File: config.mk
export PLATFORM = sky130hd
export DESIGN_NAME = pulse_width_bit_decoder_core
export DESIGN_NICKNAME = d
export VERILOG_FILES = /design/src/design/pwbd_pkg.sv /design/src/design/pwbd_lane.sv /design/src/design/pwbd_merge.sv /design/src/design/pulse_width_bit_decoder_core.sv
export SDC_FILE = /design/constraint.sdc
export NUM_CORES = 2
export LEC_CHECK = 0
export BUFFER_PORTS_ARGS = -buffer_cell sky130_fd_sc_hd__buf_2
export CAP_MARGIN = 10
export CORE_UTILIZATION = 64
export DETAILED_ROUTE_END_ITERATION = 16
export PLACE_DENSITY = 0.81
export SLEW_MARGIN = 5
export SYNTH_ARGS = -nofsm -noshare
export SYNTH_HDL_FRONTEND = slang
export SYNTH_HIERARCHICAL = 1
export SYNTH_SLANG_ARGS = --single-unit
File: constraint.sdc
create_clock -name i_clk -period 13 [get_ports i_clk]
set_clock_uncertainty 0.15 [all_clocks]
set_input_delay 3.25 -clock i_clk [delete_from_list [all_inputs] [get_ports i_clk]]
set_output_delay 3.25 -clock i_clk [all_outputs]
set_load 0.01 [all_outputs]
File: src/design/pwbd_pkg.sv
// ----------------------------------------------------------------------------
// pwbd_pkg
// Shared types and constants for the pulse width bit decoder.
// ----------------------------------------------------------------------------
package pwbd_pkg;

    localparam int unsigned TIME_W = 32;
    localparam int unsigned PROD_W = 39;   // 32-bit magnitude times 7-bit factor
    localparam int unsigned IDX_W  = 7;
    localparam int unsigned TOL_W  = 7;

    localparam logic [TOL_W-1:0] PCT_SCALE = 7'd100;
    localparam logic [TOL_W-1:0] TOL_RESET = 7'd35;

    typedef enum logic [1:0] {
        MODE_OFF  = 2'd0,
        MODE_PWM  = 2'd1,
        MODE_PPM  = 2'd2,
        MODE_PAIR = 2'd3
    } t_mode;

    typedef enum logic [2:0] {
        REG_DECODE_MODE = 3'd0,
        REG_MARK_SHORT  = 3'd1,
        REG_MARK_LONG   = 3'd2,
        REG_MARK_COUNT  = 3'd3,
        REG_SPACE_SHORT = 3'd4,
        REG_SPACE_LONG  = 3'd5,
        REG_SPACE_COUNT = 3'd6,
        REG_TOLERANCE   = 3'd7
    } t_reg_idx;

    // Center set shared by both lanes
    typedef struct packed {
        logic [TIME_W-1:0] mark_short;
        logic [TIME_W-1:0] mark_long;
        logic [1:0]        mark_count;
        logic [TIME_W-1:0] space_short;
        logic [TIME_W-1:0] space_long;
        logic [1:0]        space_count;
        logic [TOL_W-1:0]  tolerance;
    } t_centers;

    // Stage load enables driven by the top-level pipeline control
    typedef struct packed {
        logic ld_a;
        logic ld_b;
        logic ld_c;
    } t_lane_ctl;

    typedef struct packed {
        logic known;
        logic is_long;
    } t_lane_res;

    // Per-transaction information that travels beside the lanes
    typedef struct packed {
        logic             used;
        logic [IDX_W-1:0] idx;
        logic             neg1;
        logic             neg2;
        t_mode            mode;
    } t_side;

endpackage

File: src/design/pwbd_lane.sv
// ----------------------------------------------------------------------------
// pwbd_lane
// One pulse classifier: magnitude, nearer center, tolerance check.
// ----------------------------------------------------------------------------
module pwbd_lane import pwbd_pkg::*; (
    input  logic              i_clk,
    input  logic [TIME_W-1:0] i_timing,
    input  t_centers          i_centers,
    input  t_lane_ctl         i_ctl,
    output t_lane_res         o_res
);

    // stage A: magnitude
    logic [TIME_W-1:0] r_a_mag;
    logic              r_a_mag_ok;
    logic              r_a_neg;

    logic              n_neg;
    logic [TIME_W-1:0] n_mag;
    logic              n_mag_ok;

    always_comb begin
        n_neg    = i_timing[TIME_W-1];
        n_mag    = n_neg ? (~i_timing + 1'b1) : i_timing;
        n_mag_ok = (i_timing != '0) && (i_timing != {1'b1, {(TIME_W-1){1'b0}}});
    end

    always_ff @(posedge i_clk) begin
        if (i_ctl.ld_a) begin
            r_a_mag    <= n_mag;
            r_a_mag_ok <= n_mag_ok;
            r_a_neg    <= n_neg;
        end
    end

    // stage B: distances to both centers, pick the nearer (short on a tie)
    logic [TIME_W-1:0] r_b_diff;
    logic [TIME_W-1:0] r_b_big;
    logic              r_b_long;
    logic              r_b_ok;

    logic [TIME_W-1:0] c_short, c_long;
    logic [1:0]        c_count;
    logic [TIME_W:0]   m_sub_s, s_sub_m, m_sub_l, l_sub_m;
    logic              mag_ge_s, mag_ge_l, pick_short;
    logic [TIME_W-1:0] d_lo, d_hi;
    logic [TIME_W-1:0] c_pick;
    logic [TIME_W-1:0] n_diff, n_big;
    logic              n_ok;

    always_comb begin
        c_short    = r_a_neg ? i_centers.space_short : i_centers.mark_short;
        c_long     = r_a_neg ? i_centers.space_long  : i_centers.mark_long;
        c_count    = r_a_neg ? i_centers.space_count : i_centers.mark_count;
        m_sub_s    = {1'b0, r_a_mag} - {1'b0, c_short};
        s_sub_m    = {1'b0, c_short} - {1'b0, r_a_mag};
        m_sub_l    = {1'b0, r_a_mag} - {1'b0, c_long};
        l_sub_m    = {1'b0, c_long}  - {1'b0, r_a_mag};
        mag_ge_s   = !m_sub_s[TIME_W];
        mag_ge_l   = !m_sub_l[TIME_W];
        d_lo       = mag_ge_s ? m_sub_s[TIME_W-1:0] : s_sub_m[TIME_W-1:0];
        d_hi       = mag_ge_l ? m_sub_l[TIME_W-1:0] : l_sub_m[TIME_W-1:0];
        pick_short = (d_lo <= d_hi);
        c_pick     = pick_short ? c_short : c_long;
        n_diff     = pick_short ? d_lo : d_hi;
        if (pick_short) begin
            n_big = mag_ge_s ? r_a_mag : c_short;
        end else begin
            n_big = mag_ge_l ? r_a_mag : c_long;
        end
        // count of 2 or 3 enables use; an all-ones center is the invalid marker
        n_ok = r_a_mag_ok && c_count[1] && (c_short != '0) && (c_long != '0)
               && (c_pick != '1);
    end

    always_ff @(posedge i_clk) begin
        if (i_ctl.ld_b) begin
            r_b_diff <= n_diff;
            r_b_big  <= n_big;
            r_b_long <= !pick_short;
            r_b_ok   <= n_ok;
        end
    end

    // stage C: scaled products; compare happens in the merge register stage
    logic [PROD_W-1:0] r_c_pd;
    logic [PROD_W-1:0] r_c_pb;
    logic              r_c_long;
    logic              r_c_ok;

    always_ff @(posedge i_clk) begin
        if (i_ctl.ld_c) begin
            r_c_pd   <= PROD_W'(r_b_diff) * PROD_W'(PCT_SCALE);
            r_c_pb   <= PROD_W'(r_b_big) * PROD_W'(i_centers.tolerance);
            r_c_long <= r_b_long;
            r_c_ok   <= r_b_ok;
        end
    end

    assign o_res.known   = r_c_ok && (r_c_pd <= r_c_pb);
    assign o_res.is_long = r_c_long;

endmodule

File: src/design/pwbd_merge.sv
// ----------------------------------------------------------------------------
// pwbd_merge
// Combines both lane results by decode mode into the output register.
// ----------------------------------------------------------------------------
module pwbd_merge import pwbd_pkg::*; (
    input  logic             i_clk,
    input  logic             i_ld,
    input  t_side            i_side,
    input  t_lane_res        i_lane1,
    input  t_lane_res        i_lane2,
    output logic [IDX_W-1:0] o_idx,
    output logic             o_bit,
    output logic             o_known,
    output logic             o_used
);

    logic [IDX_W-1:0] r_idx;
    logic             r_bit;
    logic             r_known;
    logic             r_used;

    t_lane_res sel;
    logic      n_known;
    logic      n_bit;

    always_comb begin
        sel     = i_lane1;
        n_known = 1'b0;
        n_bit   = 1'b0;
        unique case (i_side.mode)
            MODE_PWM: begin
                sel     = i_side.neg1 ? i_lane2 : i_lane1;   // the mark pulse
                n_known = sel.known;
                n_bit   = sel.is_long;
            end
            MODE_PPM: begin
                sel     = i_side.neg1 ? i_lane1 : i_lane2;   // the space pulse
                n_known = sel.known;
                n_bit   = sel.is_long;
            end
            MODE_PAIR: begin
                n_known = i_lane1.known && i_lane2.known
                          && (i_lane1.is_long != i_lane2.is_long);
                n_bit   = i_lane1.is_long;
            end
            MODE_OFF: begin
                n_known = 1'b0;
            end
            default: begin
                n_known = 1'b0;
            end
        endcase
        // pulses of equal polarity never classify
        n_known = n_known && i_side.used && (i_side.neg1 != i_side.neg2);
        n_bit   = n_bit && n_known;
    end

    always_ff @(posedge i_clk) begin
        if (i_ld) begin
            r_idx   <= i_side.idx;
            r_bit   <= n_bit;
            r_known <= n_known;
            r_used  <= i_side.used;
        end
    end

    assign o_idx   = r_idx;
    assign o_bit   = r_bit;
    assign o_known = r_known;
    assign o_used  = r_used;

endmodule

File: src/design/pulse_width_bit_decoder_core.sv
// ----------------------------------------------------------------------------
// pulse_width_bit_decoder_core
// OOK pulse pair to bit slot decoder (PWM, PPM, pulse pair).
// ----------------------------------------------------------------------------
// Input stream: one transaction per pulse pair. s_axis_tdata carries the two
// signed timings, s_axis_tuser flags the first pair of a frame.
// Output stream: one transaction per input pair with slot index, bit, known
// and slot-used flags.
// Two classifier lanes, one per pulse, work side by side; a merge stage picks
// the lane(s) the decode mode calls for.
// Four register stages (magnitude, nearer center, scaled products,
// compare/merge) lie between an accepted pair and its result.
// Throughput is one pair per cycle while m_axis_tready does not hold the output.
// Each stage loads when it is empty or the stage after it moves, so the block
// keeps taking pairs while a result waits, until all four stages are full.
// Configuration writes go through i_cfg_we/i_cfg_idx/i_cfg_wdata and take
// effect at once; write them only while the pipeline is empty.
// Synchronous reset clears the slot counter, all stage valids and the
// configuration registers (tolerance returns to 35 percent).
// ----------------------------------------------------------------------------
module pulse_width_bit_decoder_core import pwbd_pkg::*; #(
    parameter int unsigned BIT_CAPACITY = 128
) (
    input  logic        i_clk,
    input  logic        i_rst_n,
    // config write port
    input  logic        i_cfg_we,
    input  logic [2:0]  i_cfg_idx,
    input  logic [31:0] i_cfg_wdata,
    // input stream
    input  logic        s_axis_tvalid,
    output logic        s_axis_tready,
    input  logic [63:0] s_axis_tdata,   // [31:0] first_timing, [63:32] second_timing
    input  logic        s_axis_tuser,   // [0] frame_start
    // output stream
    output logic        m_axis_tvalid,
    input  logic        m_axis_tready,
    output logic [15:0] m_axis_tdata    // [6:0] slot_pos, [7] bit_value,
                                        // [8] bit_known, [9] slot_used, [15:10] 0
);

    localparam int unsigned CNT_W = $clog2(BIT_CAPACITY + 1);

    // ---------------- configuration registers ----------------
    t_mode    r_mode;
    t_centers r_ctr;

    always_ff @(posedge i_clk) begin
        if (!i_rst_n) begin
            r_mode            <= MODE_OFF;
            r_ctr.mark_short  <= '0;
            r_ctr.mark_long   <= '0;
            r_ctr.mark_count  <= '0;
            r_ctr.space_short <= '0;
            r_ctr.space_long  <= '0;
            r_ctr.space_count <= '0;
            r_ctr.tolerance   <= TOL_RESET;
        end else if (i_cfg_we) begin
            unique case (t_reg_idx'(i_cfg_idx))
                REG_DECODE_MODE: r_mode            <= t_mode'(i_cfg_wdata[1:0]);
                REG_MARK_SHORT:  r_ctr.mark_short  <= i_cfg_wdata;
                REG_MARK_LONG:   r_ctr.mark_long   <= i_cfg_wdata;
                REG_MARK_COUNT:  r_ctr.mark_count  <= i_cfg_wdata[1:0];
                REG_SPACE_SHORT: r_ctr.space_short <= i_cfg_wdata;
                REG_SPACE_LONG:  r_ctr.space_long  <= i_cfg_wdata;
                REG_SPACE_COUNT: r_ctr.space_count <= i_cfg_wdata[1:0];
                REG_TOLERANCE:   r_ctr.tolerance   <= i_cfg_wdata[TOL_W-1:0];
                default: ;
            endcase
        end
    end

    // ---------------- pipeline control ----------------
    logic r_v_a, r_v_b, r_v_c, r_v_d;
    logic rdy_a, rdy_b, rdy_c, rdy_d;
    logic in_xfer;
    t_lane_ctl lane_ctl;

    always_comb begin
        rdy_d   = !r_v_d || m_axis_tready;
        rdy_c   = !r_v_c || rdy_d;
        rdy_b   = !r_v_b || rdy_c;
        rdy_a   = !r_v_a || rdy_b;
        in_xfer = s_axis_tvalid && rdy_a;
        lane_ctl.ld_a = rdy_a;
        lane_ctl.ld_b = rdy_b;
        lane_ctl.ld_c = rdy_c;
    end

    always_ff @(posedge i_clk) begin
        if (!i_rst_n) begin
            r_v_a <= 1'b0;
            r_v_b <= 1'b0;
            r_v_c <= 1'b0;
            r_v_d <= 1'b0;
        end else begin
            if (rdy_a) r_v_a <= in_xfer;
            if (rdy_b) r_v_b <= r_v_a;
            if (rdy_c) r_v_c <= r_v_b;
            if (rdy_d) r_v_d <= r_v_c;
        end
    end

    // ---------------- slot counter ----------------
    logic [CNT_W-1:0]       r_slot_cnt;
    logic [CNT_W-1:0]       slot_eff;
    logic [CNT_W+IDX_W-1:0] slot_ext;
    logic                   slot_take;
    t_side                  n_side;

    always_comb begin
        slot_eff  = s_axis_tuser ? '0 : r_slot_cnt;
        slot_take = (r_mode != MODE_OFF) && (slot_eff < CNT_W'(BIT_CAPACITY));
        slot_ext  = {{IDX_W{1'b0}}, slot_eff};
        n_side.used = slot_take;
        n_side.idx  = slot_take ? slot_ext[IDX_W-1:0] : '0;
        n_side.neg1 = s_axis_tdata[31];
        n_side.neg2 = s_axis_tdata[63];
        n_side.mode = r_mode;
    end

    always_ff @(posedge i_clk) begin
        if (!i_rst_n) begin
            r_slot_cnt <= '0;
        end else if (in_xfer) begin
            r_slot_cnt <= slot_take ? slot_eff + CNT_W'(1) : slot_eff;
        end
    end

    // side info rides along beside the lanes
    t_side r_side_a, r_side_b, r_side_c;

    always_ff @(posedge i_clk) begin
        if (rdy_a) r_side_a <= n_side;
        if (rdy_b) r_side_b <= r_side_a;
        if (rdy_c) r_side_c <= r_side_b;
    end

    // ---------------- lanes and merge ----------------
    t_lane_res lane1_res, lane2_res;

    pwbd_lane u_lane1 (
        .i_clk     (i_clk),
        .i_timing  (s_axis_tdata[31:0]),
        .i_centers (r_ctr),
        .i_ctl     (lane_ctl),
        .o_res     (lane1_res)
    );

    pwbd_lane u_lane2 (
        .i_clk     (i_clk),
        .i_timing  (s_axis_tdata[63:32]),
        .i_centers (r_ctr),
        .i_ctl     (lane_ctl),
        .o_res     (lane2_res)
    );

    logic [IDX_W-1:0] out_idx;
    logic             out_bit, out_known, out_used;

    pwbd_merge u_merge (
        .i_clk   (i_clk),
        .i_ld    (rdy_d),
        .i_side  (r_side_c),
        .i_lane1 (lane1_res),
        .i_lane2 (lane2_res),
        .o_idx   (out_idx),
        .o_bit   (out_bit),
        .o_known (out_known),
        .o_used  (out_used)
    );

    assign s_axis_tready = rdy_a;
    assign m_axis_tvalid = r_v_d;
    assign m_axis_tdata  = {6'b0, out_used, out_known, out_bit, out_idx};

    // ---------------- assertions ----------------
    a_cnt_bound: assert property (@(posedge i_clk) disable iff (!i_rst_n)
        r_slot_cnt <= CNT_W'(BIT_CAPACITY))
        else $error("slot counter above capacity");

    a_frame_restart: assert property (@(posedge i_clk) disable iff (!i_rst_n)
        (in_xfer && s_axis_tuser && (r_mode != MODE_OFF)) |=> (r_slot_cnt == CNT_W'(1)))
        else $error("frame start did not restart slot count");

    a_unused_zero: assert property (@(posedge i_clk) disable iff (!i_rst_n)
        (m_axis_tvalid && !out_used) |-> (out_idx == '0 && !out_bit && !out_known))
        else $error("unused slot carries data");

    a_unknown_bit: assert property (@(posedge i_clk) disable iff (!i_rst_n)
        (m_axis_tvalid && !out_known) |-> !out_bit)
        else $error("bit set while unknown");

endmodule
# Yosys cells after proc, flatten, opt, wreduce, memory -nomap -nowiden
# Index checks and enable logic that the tools add are counted.
# totals
ff_bits	553
latch_bits	0
ramBits	0
mem_bits_ro	0
inputBits	105
output_inout_bits	18
wordCells	166
mem_count	0
# op_classes
n_addsub	11
multipliers	4
div_mod_pow	0
order_cmp	5
eq_ne	16
n_shift	0
muxes	28
bitwise	2
reduce_logical	46
# ops
op	count
$mux W32	18
$reduce_bool A32 Y1	6
$sub A32 B32 Y33	4
$ne A32 B32 Y1 const B	4
$sub A32 B32 Y32	4
$le A39 B39 Y1	2
$mul A32 B7 Y39	2
$mul A32 B5 Y37 const B	2
$add A32 B1 Y32 const B	2
$le A32 B32 Y1	2
$not A32 Y32	2
$mux W31	2
$logic_and A1 B1 Y1	19
$mux W8	2
$reduce_and A2 Y1	8
$eq A3 B3 Y1 const B	4
$add A8 B1 Y8 const B	1
$lt A8 B8 Y1 const B	1
$mux W2	4
$eq A3 B2 Y1 const B	2
$logic_not A1 Y1	6
$eq A2 B2 Y1 const B	2
$logic_or A1 B1 Y1	4
$pmux W1 S4	1
other kinds (7)	8

# Logic depth before layout (Yosys ltp)
# depth
word_depth	8
depth_mapped	32
ltp_nobuf	26

# Modules after synthesis
# Netlist, hierarchy kept.
# modules_own_cells
module	n_inst	cells_per_inst	area_per_inst_um2	seq_area_each_um2
pwbd_lane (u_lane1)	1	3059	26678.1	5345.1
pwbd_lane (u_lane2)	1	2951	25871.1	5345.1
pulse_width_bit_decoder_core	1	759	6905.4	4144.0
pwbd_merge	1	28	425.4	300.3

# Least setup slack after synthesis
# OpenSTA, ideal clock, no wires.
# synth_path
path_kind	input port to output port
from	in m_axis_tready
to	out s_axis_tready
t_arrival_ns	5.210
t_required_ns	9.600
slack_ns	4.390
path_stages	2
n_path_buf	0
cell_sequence	and4b_4 -> nand2_1
# synth_via
elab_chain_len	4
# synth_lines
item	line	source
start: declaration	pulse_width_bit_decoder_core.sv:37	input logic m_axis_tready,
$logic_or A1 B1 Y1	pulse_width_bit_decoder_core.sv:80	rdy_d = !r_v_d || m_axis_tready;
$logic_or A1 B1 Y1	pulse_width_bit_decoder_core.sv:81	rdy_c = !r_v_c || rdy_d;
$logic_or A1 B1 Y1	pulse_width_bit_decoder_core.sv:82	rdy_b = !r_v_b || rdy_c;
$logic_or A1 B1 Y1	pulse_width_bit_decoder_core.sv:83	rdy_a = !r_v_a || rdy_b;
end: declaration	pulse_width_bit_decoder_core.sv:32	output logic s_axis_tready,
# No other way between the ends.

# Worst setup path in the final report
# layout_path
from	reg u_lane1.r_a_neg
to	reg u_lane1.r_b_big[0] (data pin)
# layout_via
elab_chain_len	5
word_cells_on_any_way	12
cone_classes	4 x add/sub; 1 x order compare; 7 x mux
# layout_lines
item	line	source
start: declaration	pwbd_lane.sv:16	logic r_a_neg;
start signal: assignment	pwbd_lane.sv:32	r_a_neg <= n_neg;
$mux W32, on equally long branches	pwbd_lane.sv:52, pwbd_lane.sv:53	
$sub A32 B32 Y33, or another cell as far along	pwbd_lane.sv:55	m_sub_s = {1'b0, r_a_mag} - {1'b0, c_short};
$mux W32, on equally long branches	pwbd_lane.sv:61, pwbd_lane.sv:62	
$le A32 B32 Y1	pwbd_lane.sv:63	pick_short = (d_lo <= d_hi);
$mux W32 *	pwbd_lane.sv:66	if (pick_short) begin
net u_lane1.n_big[0]	pwbd_lane.sv:48	logic [TIME_W-1:0] n_diff, n_big;
end signal: assignment	pwbd_lane.sv:79	r_b_big <= n_big;
end: declaration	pwbd_lane.sv:38	logic [TIME_W-1:0] r_b_big;
# The timed path passes the listed nets; every way through them passes the cells marked *.
# A chain may end at the register's enable or synchronous reset.

==> results.md <==
* Run status: complete, no violations
* F_max at 0.103 GHz
* CTS buffer count at between 60 and 70
* Initial DRC Count at between 7000 and 8000
* Insertion delay to the later sink of the worst-skew pair at 0.65 ns
* I/O pin total at 123
* First-pass GRT wire length at between 200000 and 300000 µm
* Crit path DAT at 9.94 ns
* All-Layer GR Usage at 41.0%
* Layout area overhead at 6.89%
* Synth Instances at just under 7000
* Final setup viols at 0
* Worst path max stage delay at about 0.9 ns
* DRT antenna net count at 0
* R2R depth at 24
* Maxcap violations at 0
* Global placer's final weighted congestion at around 1.1
* CP required at about 13 ns
* Congestion Overflow GR at 0
* Area of the multi-input gates at 0.0403 mm²
* Post-cts resize count at 0
* Vias post-DR at 52600
* DP HPWL at 156000 µm
* Synth warn at 6
* Drc violations at 0
* Starting density of the core at 65.0%
* Avg Inst Size Synth at 8.81 µm²
* Max H-tree Level at 3
* Storage element area at around 0.015 mm²
* Final Hold Viols at 0
* Clock sinks at between 500 and 600
* Critical-path cell list: buf_12 > mux2i_1 > inv_1 > ha_1 > nand4_1 > or2_1 > nor4_1 > a21boi_2 > or3_1 > mux2i_2 > and2_1 > nor4_1 > a211oi_1 > ha_1 > nand4_1 > nor3_1 > nand4_1 > o41ai_1 > nand2_1 > nor2_2 > buf_4 > nor2_4 > buf_4 > a221oi_1
* Post-CTS setup buffers at 0
* Setup TNS Final at 0 ns
* Tcrit/Tclk final at around three quarters
* Hold buffer count at CTS at 0
* Vias in the first global route at around 51000
* Layout cells sized above 1 at under 10%
* Row count at between 100 and 150
* Total die area at roughly 0.095 mm²
* Worst-margin pin slew at ~1.1 ns
* Worst path slowest cell: mux2i_1
* CP Class: flip-flop to flip-flop
* Clock root cell: clkbuf_16
* Min Hold Slack at ~0.26 ns
* Core ar. at between 0.09 and 0.1 mm²
* Via density at between 6 and 7
* NumNets Final at about 8000
* RSZ-0062 raised after global routing: no
* PortBufs at approximately 120
* Filler cells at between 7000 and 8000
* Antenna violations before repair at 19
* Most common cell on crit path: nand4_1
* Min Tclk post-route at just under 10 ns
* Hold path depth at 0
* Synthesized area at ~0.06 mm²
* Die width at roughly 310 µm
* Slew headroom at approximately a quarter
* Die Y at 308 µm
* Crit end category: flip-flop
* Largest net degree at the start of global routing at 84
* CTS clock-pin slew for the worst setup and hold paths at approximately 0.060 ns
* CTS tree: done
* Clock Path Buffers at 3
* Setup crit start kind: flip-flop
* Hold Crit Class: flip-flop to flip-flop
* First-pass DRT Iterations at 6
* Detailed Route WL at around 200000 µm
* Slew Limit Fails at 0
* Routed length per instance at about 24 µm
* Critical Path Fanout Max at 64
final timing paths:
kind | startpoint | endpoint | slack [ns]
worst max register to register | u_lane1/r_a_neg | u_lane1/r_b_big[0] | 3.26
worst min-delay path | r_side_b[4] | r_side_c[4] | 0.26
worst max-delay path | u_lane1/r_a_neg | u_lane1/r_b_big[0] | 3.26
worst min register to register | r_side_b[4] | r_side_c[4] | 0.26
metrics by stage:
step	instance area, µm²	util, %	worst slack (ns)	cells
global route	63900	69.4	3.10	8103
global placement	61600	66.9	3.85	7982
CTS	63900	69.4	3.65	8103
detailed placement	61600	66.9	3.72	7982
finish	63900	69.4	3.26	8106
floorplan	59800	-	4.39	6796
flip-flops by register name, indices dropped and copies added (netlist names), 32 cells and up:
| name | count |
|---|---|
| u_lane1/r_c_pb | 39 |
| u_lane2/r_b_diff | 32 |
| u_lane1/r_b_diff | 32 |
| u_lane2/r_c_pd | 37 |
| u_lane1/r_a_mag | 32 |
| u_lane1/r_c_pd | 37 |
| r_ctr | 137 |
| u_lane2/r_a_mag | 32 |
| u_lane1/r_b_big | 32 |
| u_lane2/r_c_pb | 39 |
| u_lane2/r_b_big | 32 |
layer usage:
layer | wire length [µm] | global-route usage, %
met1 | 81200 | 57.1
met4 | 7490 | 13.1
met3 | 23800 | 10.0
met2 | 84700 | 62.6
met5 | 140 | 0
critical path: cells and delay by family, from the launching register on:
| kind | cells | cell delay (ns) |
|---|---|---|
| AOI/OAI and AO/OA | 4 | 1.77 |
| adders and majority gates | 2 | 0.80 |
| buffers and inverters | 4 | 1.33 |
| DFF | 1 | 0.66 |
| muxes | 2 | 1.50 |
| and+or+nand+nor | 12 | 3.07 |
final cells by class:
class | count | share of cell area (%)
antenna | 3 | 0.0117
clock buffer | 85 | 2.97
clock inverter | 36 | 0.589
inverter | 902 | 5.30
multi-input combinational | 5072 | 63.0
sequential | 553 | 23.6
tap | 1243 | 2.43
timing repair buffer | 212 | 2.07
cells in the final DEF, fill, tap and decap left out, drive strengths merged, types with 46 or more instances in the layout:
cell type,n
inv,909
xor2,82
nand2,892
o21bai,62
a21o,186
o21ai,265
a221oi,75
nand2b,46
dfxtp,151
a211oi,70
o21a,61
buf,212
nor4,57
nor3,114
and2,144
mux2i,194
nor2,276
edfxtp,402
xnor2,220
ha,707
fa,360
a21oi,479
nand3,77
a21boi,57
clkbuf,85
nor2b,53
nand4,120
Power is left out: the tool's default activity adds up to more than one toggle a clock period on the data nets, which glitch-free logic cannot reach.
